$ cat config.mk
export PLATFORM = sky130hd
export DESIGN_NAME = repeat_pair_rle_nibble_decoder_core
export DESIGN_NICKNAME = d
export VERILOG_FILES = /design/src/rtl/rprle_pkg.sv /design/src/rtl/rprle_step.sv /design/src/rtl/repeat_pair_rle_nibble_decoder_core.sv
export SDC_FILE = /design/constraint.sdc
export NUM_CORES = 1
export LEC_CHECK = 0
export BUFFER_PORTS_ARGS = -buffer_cell sky130_fd_sc_hd__buf_2
export CORE_MARGIN = 3
export CORE_UTILIZATION = 60
export DETAILED_ROUTE_END_ITERATION = 12
export HOLD_SLACK_MARGIN = 0.1
export PLACE_DENSITY = 0.79
export SYNTH_ARGS = -nofsm -noshare
export SYNTH_HDL_FRONTEND = slang
export SYNTH_SLANG_ARGS = --single-unit
export TNS_END_PERCENT = 30
$ cat constraint.sdc
create_clock -name clk_i -period 8.6 [get_ports clk_i]
set_input_delay 0.43 -clock clk_i [delete_from_list [all_inputs] [get_ports clk_i]]
set_output_delay 0.43 -clock clk_i [all_outputs]
set_load 0.01 [all_outputs]
$ cat src/rtl/rprle_pkg.sv
// Shared types and register indexes for the repeat-pair run-length decoder.
`timescale 1ns / 1ps
package rprle_pkg;

  localparam int unsigned CfgIdxW  = 2;
  localparam int unsigned CfgDataW = 16;

  localparam logic [CfgIdxW-1:0] REG_OUTPUT_LIMIT    = 2'd0;
  localparam logic [CfgIdxW-1:0] REG_GUARD_AFTER_RUN = 2'd1;

  typedef struct packed {
    logic [7:0]  prev_value;
    logic        expect_count;
    logic        run_guard;
    logic [15:0] bytes_written;
    logic        have_prev;
  } state_t;

  typedef struct packed {
    logic [3:0] pixel_high;
    logic [3:0] pixel_low;
    logic [7:0] repeat_length;
    logic       image_done;
  } result_t;

  localparam state_t STATE_CLEAR = '{
    prev_value:    8'd0,
    expect_count:  1'b0,
    run_guard:     1'b1,
    bytes_written: 16'd0,
    have_prev:     1'b0
  };

endpackage

$ cat src/rtl/rprle_step.sv
// Decode step: next decoder state and fill command for one compressed byte.
`timescale 1ns / 1ps
module rprle_step (
  input  rprle_pkg::state_t  state_i,
  input  logic [7:0]         data_byte_i,
  input  logic               first_of_image_i,
  input  logic [15:0]        output_limit_i,
  input  logic               guard_after_run_i,
  output rprle_pkg::state_t  state_o,
  output logic               emit_o,
  output rprle_pkg::result_t result_o
);
  import rprle_pkg::*;

  state_t      cur;
  logic [15:0] remaining;
  logic [7:0]  run_len;
  logic [7:0]  value;
  logic [7:0]  length;
  logic [15:0] written_next;
  logic        blocked;

  always_comb begin
    cur          = first_of_image_i ? STATE_CLEAR : state_i;
    remaining    = output_limit_i - cur.bytes_written;
    run_len      = ((remaining[15:8] != 8'd0) || (data_byte_i < remaining[7:0])) ?
                   data_byte_i : remaining[7:0];
    blocked      = (guard_after_run_i && cur.run_guard) || !cur.have_prev;
    state_o      = cur;
    emit_o       = 1'b0;
    value        = data_byte_i;
    length       = 8'd1;
    if (cur.bytes_written < output_limit_i) begin
      if (cur.expect_count) begin
        state_o.expect_count = 1'b0;
        state_o.run_guard    = 1'b1;
        emit_o               = (data_byte_i != 8'd0);
        value                = cur.prev_value;
        length               = run_len;
      end else begin
        emit_o            = 1'b1;
        state_o.run_guard = 1'b0;
        if (!blocked && (data_byte_i == cur.prev_value)) begin
          state_o.expect_count = 1'b1;
        end else begin
          state_o.prev_value = data_byte_i;
          state_o.have_prev  = 1'b1;
        end
      end
    end
    written_next = cur.bytes_written + {8'd0, length};
    if (emit_o) begin
      state_o.bytes_written = written_next;
    end
    result_o.pixel_high    = value[7:4];
    result_o.pixel_low     = value[3:0];
    result_o.repeat_length = length;
    result_o.image_done    = (written_next >= output_limit_i);
  end

endmodule

$ cat src/rtl/repeat_pair_rle_nibble_decoder_core.sv
// Top level: input word register, decode step and result register.
// An accepted input word is held in the input register, and its fill command in the result register.
// Throughput: one word per cycle while the output is not stalled; the input register
// and the result register each hold one word, so a stalled output takes one more word before ready falls.
// Reset: asynchronous, active low; clears both valid flags and the decoder state,
// output_limit to 0 and guard_after_run to 1.
`timescale 1ns / 1ps
module repeat_pair_rle_nibble_decoder_core (
  input  logic                             clk_i,
  input  logic                             rst_ni,
  input  logic                             in_valid_i,
  output logic                             in_ready_o,
  input  logic [7:0]                       data_byte_i,
  input  logic                             first_of_image_i,
  output logic                             out_valid_o,
  input  logic                             out_ready_i,
  output logic [3:0]                       pixel_high_o,
  output logic [3:0]                       pixel_low_o,
  output logic [7:0]                       repeat_length_o,
  output logic                             image_done_o,
  input  logic                             cfg_valid_i,
  output logic                             cfg_ready_o,
  input  logic [rprle_pkg::CfgIdxW-1:0]    cfg_index_i,
  input  logic [rprle_pkg::CfgDataW-1:0]   cfg_data_i
);
  import rprle_pkg::*;

  logic        s1_valid_q;
  logic [7:0]  s1_byte_q;
  logic        s1_first_q;
  logic        out_valid_q;
  result_t     result_q;
  state_t      state_q;
  state_t      state_d;
  logic [15:0] output_limit_q;
  logic        guard_after_run_q;
  logic        emit;
  result_t     result_d;
  logic        advance;

  assign cfg_ready_o = 1'b1;
  assign advance     = s1_valid_q && (!out_valid_q || out_ready_i);
  assign in_ready_o  = !s1_valid_q || advance;

  rprle_step u_step (
    .state_i           (state_q),
    .data_byte_i       (s1_byte_q),
    .first_of_image_i  (s1_first_q),
    .output_limit_i    (output_limit_q),
    .guard_after_run_i (guard_after_run_q),
    .state_o           (state_d),
    .emit_o            (emit),
    .result_o          (result_d)
  );

  always_ff @(posedge clk_i or negedge rst_ni) begin
    if (!rst_ni) begin
      output_limit_q    <= 16'd0;
      guard_after_run_q <= 1'b1;
    end else if (cfg_valid_i && cfg_ready_o) begin
      case (cfg_index_i)
        REG_OUTPUT_LIMIT:    output_limit_q    <= cfg_data_i;
        REG_GUARD_AFTER_RUN: guard_after_run_q <= cfg_data_i[0];
        default: ;
      endcase
    end
  end

  always_ff @(posedge clk_i or negedge rst_ni) begin
    if (!rst_ni) begin
      s1_valid_q <= 1'b0;
    end else if (in_ready_o) begin
      s1_valid_q <= in_valid_i;
    end
  end

  always_ff @(posedge clk_i) begin
    if (in_ready_o && in_valid_i) begin
      s1_byte_q  <= data_byte_i;
      s1_first_q <= first_of_image_i;
    end
  end

  always_ff @(posedge clk_i or negedge rst_ni) begin
    if (!rst_ni) begin
      state_q     <= STATE_CLEAR;
      out_valid_q <= 1'b0;
    end else begin
      if (advance) begin
        state_q     <= state_d;
        out_valid_q <= emit;
      end else if (out_ready_i) begin
        out_valid_q <= 1'b0;
      end
    end
  end

  always_ff @(posedge clk_i) begin
    if (advance && emit) begin
      result_q <= result_d;
    end
  end

  assign out_valid_o     = out_valid_q;
  assign pixel_high_o    = result_q.pixel_high;
  assign pixel_low_o     = result_q.pixel_low;
  assign repeat_length_o = result_q.repeat_length;
  assign image_done_o    = result_q.image_done;

`ifndef NO_ASSERTIONS
  a_len_nonzero: assert property (@(posedge clk_i) disable iff (!rst_ni)
    out_valid_o |-> (repeat_length_o != 8'd0))
    else $error("fill command with zero length");

  a_count_needs_prev: assert property (@(posedge clk_i) disable iff (!rst_ni)
    state_q.expect_count |-> state_q.have_prev)
    else $error("run armed without a previous literal");

  a_ready_when_empty: assert property (@(posedge clk_i) disable iff (!rst_ni)
    !s1_valid_q |-> in_ready_o)
    else $error("input stalled with empty input register");

  a_stall_holds_result: assert property (@(posedge clk_i) disable iff (!rst_ni)
    (out_valid_q && !out_ready_i) |=> (out_valid_q && $stable(result_q)))
    else $error("pending fill command lost or changed");
`endif

endmodule

==> flow_metrics.py <==
metrics = {
    "logic_synthesis": {
        "syn-mean-instance-area_um2": 9.36,
        "ys_seq_elements": 72,
        "syn-num-nets": 639,
        "synth_cells": 558,
        "ys_async_sr_fraction": 0.639,
        "yosys_most_used_dff": "dfrtp_1",
        "synth_top_family_by_area": "compound AO/OA/AOI/OAI gates",
        "yosys.area_share.simple": 0.176,
        "synth_mux_area_frac": 0.0455,
        "synth_compound_area_frac": 0.200,
        "synth_edf_count": 26,
        "synthAdderAreaFrac": 0.120,
        "ys_seq_area_frac": 0.370,
        "yosysUniqueCellTypes": 64,
        "yosys_warnings": 0,
        "synth_xor_area_frac": 0.0403,
        "syn_area_um2": 5220,
    },
    "global_routing": {
        "top_usage_layer": "met2",
        "grt_pass1_wl_mm": 21.5,
        "grt_pass1_vias": 4269,
        "antenna_found_initial": 0,
        "use_met3": 0.0540,
        "grt.met2_usage": 0.451,
        "grt_max_degree": 47,
        "track_usage": 0.277,
        "grt_overflow": 0,
        "met1_usage": 0.376,
    },
    "clocking": {
        "clk_pin_slew_worst_paths_ns": 0.08,
        "cts_tree": "done",
        "cts_made_buffers": 9,
        "cts-resized-gates": 0,
        "htree_levels": 3,
        "ctsHoldBuffers": 0,
        "cts_num_sinks": 72,
        "cts_setup_buffers": 0,
        "cts_root_buffer": "clkbuf_8",
        "clkLatencyLatePin_ns": 0.36,
        "cts_buffer_depth": 2,
    },
    "routing": {
        "drcViolationCount": 0,
        "drt-total-wl_mm": 13.2,
        "first_pass_iters": 5,
        "ant_nets": 0,
        "wl_per_cell_um": 18.5,
        "routed_via_density": 6.25,
        "first_iter_violations": 350,
        "vias": 4455,
    },
    "worst_setup_path": {
        "cp_max_fo": 19,
        "slowest_stage": "a2111oi_0",
        "critical_path_class": "register to register",
        "crit_buf_inv": 4,
        "worstPathArrival_ns": 7.83,
        "cp.required_ns": 8.72,
        "cp_top_family": "compound AO/OA/AOI/OAI gates",
        "start_kind": "register",
        "end_kind": "register",
        "path_common_cell": "ha_1",
        "max_stage_delay_ns": 0.55,
    },
    "power_and_ir_drop": {
        "switching_power_uw": 574,
        "power_density_nw_per_um2": 244,
        "p_leak_nw": 2.59,
        "power_frac_seq": 0.369,
        "ir_worst_vdd_uv": 114,
        "p_comb_frac": 0.441,
        "netSwitchingFraction": 0.410,
        "p_int_uw": 828,
        "power_frac_clock": 0.190,
        "p_total_mw": 1.40,
    },
    "die": {
        "die_h_um": 99.3,
        "die_x_um": 99.3,
        "design.core.area_um2": 8340,
        "dieArea_um2": 9860,
        "boundaryPins": 52,
        "initial_core_util": 0.626,
        "rows": 33,
    },
    "sta": {
        "fmax_mhz": 130,
        "hold_slack_ns": 0.243,
        "fin_worst_skew_ns": 0.00956,
        "setup_viol": 0,
        "rsz0062_at_grt": "false",
        "finalCritPeriodShare": 0.897,
        "tns_ns": 0,
        "drv_slew": 0,
        "slew_headroom": 0.271,
        "period_needed_ns": 7.71,
        "setup_ws_ns": 0.889,
        "finalHoldViolations": 0,
        "worst_slew_pin_slew_ns": 1.09,
    },
    "placement": {
        "post_dp_cell_area_um2": 5560,
        "place_ws_ns": 1.19,
        "post-dp-hpwl_mm": 9.74,
        "portBuffers": 50,
        "routabilityCongestion": 0.947,
        "dp.cells": 697,
    },
    "run": {
        "maxCapViolCount": 0,
    },
    "cells_and_area": {
        "regArea_um2": 1930,
        "antenna_cells": 0,
        "multi_input_area_um2": 3050,
        "fin_area_um2": 5750,
        "areaGrowthSynthToFinish_pct": 10.2,
        "nFillCells": 659,
        "fin_cells": 713,
        "layout-drive-gt1-share": 0.161,
        "post-route-util": 0.690,
        "fin_nets": 684,
    },
    "outcome": {
        "status": "complete, no violations",
    },
    "hold_path": {
        "min_path_type": "primary input to register",
    },
}
-- worst paths after layout --
path / start / end / slack [ns] / cells past startpoint
max in group asynchronous: rst_ni / output_limit_q[8] / 7.65 / 1
hold reg to reg: state_q[17] / state_q[17] / 0.49 / 2
setup / recovery: s1_first_q / image_done_o / 0.89 / 33
hold / removal: data_byte_i[0] / s1_byte_q[0] / 0.24 / 1
min in group asynchronous: rst_ni / output_limit_q[0] / 0.27 / 1
setup reg to reg: s1_first_q / image_done_o / 0.89 / 33
-- routing by layer --
layer / vias to the layer above / share of wire
met5: - / 0
met3: 29 / 0.069
met4: 0 / 0.022
met2: 198 / 0.46
met1: 2085 / 0.45
li1: 2143 / -
-- logic make-up (layout without fill, tap and decap cells) --
kind of cell,Yosys count,count (layout)
flip-flops,72,72
multiplexers,22,22
buffers and inverters,62,112
XOR/XNOR,24,24
AO/OA/AOI/OAI,151,151
adder cells (fa/ha/maj),49,49
other,1,1
AND/OR/NAND/NOR,177,177
-- cells in the mapped netlist (4+ instances only) --
master,number,share of area
a211oi_1,5,0.0072
a21o_1,16,0.023
a21oi_1,30,0.029
a31o_2,6,0.010
a32o_1,8,0.015
and2_1,5,0.0060
and3_1,4,0.0048
clkbuf_1,20,0.014
dfrtp_1,44,0.21
edfxtp_1,26,0.15
ha_1,47,0.11
inv_1,39,0.028
mux2_2,10,0.022
mux2i_1,11,0.021
nand2_1,60,0.043
nand2b_1,10,0.012
nand3_1,20,0.019
nand3b_1,9,0.013
nand4_1,7,0.0084
nor2_1,21,0.015
nor2b_1,8,0.0096
nor3_1,9,0.0086
nor3b_1,4,0.0058
o211ai_1,4,0.0058
o21a_1,10,0.014
o21ai_0,37,0.035
o221ai_1,4,0.0067
o31ai_1,4,0.0058
xnor2_1,13,0.022
xor2_1,11,0.018
-- state kept, by name (all words and copies together) (netlist names) --
name               flops
state_q               27
pixel_high_o           4
output_limit_q        16
image_done_o           1
s1_first_q             1
s1_byte_q              8
repeat_length_o        8
s1_valid_q             1
out_valid_o            1
pixel_low_o            4
guard_after_run_q      1
-- worst register-to-register path, delay by kind of cell (launching register included) --
family                   cells  cell delay [ns]
AO/OA/AOI/OAI               14             3.01
adder cells (fa/ha/maj)      5             1.37
AND/OR/NAND/NOR              8             1.28
buffers and inverters        4             0.93
flip-flops                   1             0.37
multiplexers                 1             0.33
XOR/XNOR                     1             0.20
-- cell usage in the layout, fill, tap and decap left out, types with 4 or more instances in the layout --
| cell | instances |
|---|---|
| nor2_1 | 21 |
| buf_4 | 7 |
| and2_1 | 5 |
| clkbuf_8 | 9 |
| nor3_1 | 9 |
| nand3b_1 | 9 |
| nand2b_1 | 10 |
| edfxtp_1 | 26 |
| nand3_1 | 20 |
| o31ai_1 | 4 |
| o21ai_0 | 37 |
| and3_1 | 4 |
| a31o_2 | 6 |
| nor2b_1 | 8 |
| o221ai_1 | 4 |
| ha_1 | 47 |
| xor2_1 | 11 |
| a21o_1 | 16 |
| nand2_1 | 60 |
| nand4_1 | 7 |
| o211ai_1 | 4 |
| mux2i_1 | 11 |
| mux2_2 | 10 |
| o21a_1 | 10 |
| a32o_1 | 8 |
| xnor2_1 | 13 |
| a21oi_1 | 30 |
| inv_1 | 39 |
| a211oi_1 | 5 |
| dfrtp_1 | 44 |
| buf_2 | 50 |
-- power by group through the flow --
| stage | logic [mW] | registers (mW) | clock network [mW] |
|---|---|---|---|
| detailed placement | 0.602 | 0.521 | 0 |
| finish | 0.618 | 0.517 | 0.267 |
| global placement | 0.595 | 0.518 | 0 |
| global route | 0.685 | 0.527 | 0.290 |
| CTS | 0.609 | 0.515 | 0.273 |
| floorplan | 0.434 | 0.508 | 0 |
-- area by class of cell --
class | instances | share of cell area
clock buffer | 11 | 0.0228
clock inverter | 5 | 0.0102
inverter | 39 | 0.0254
multi-input combinational | 424 | 0.530
sequential | 72 | 0.336
tap | 105 | 0.0228
timing repair buffer | 57 | 0.0526
Power figures use the tool's default switching activity.
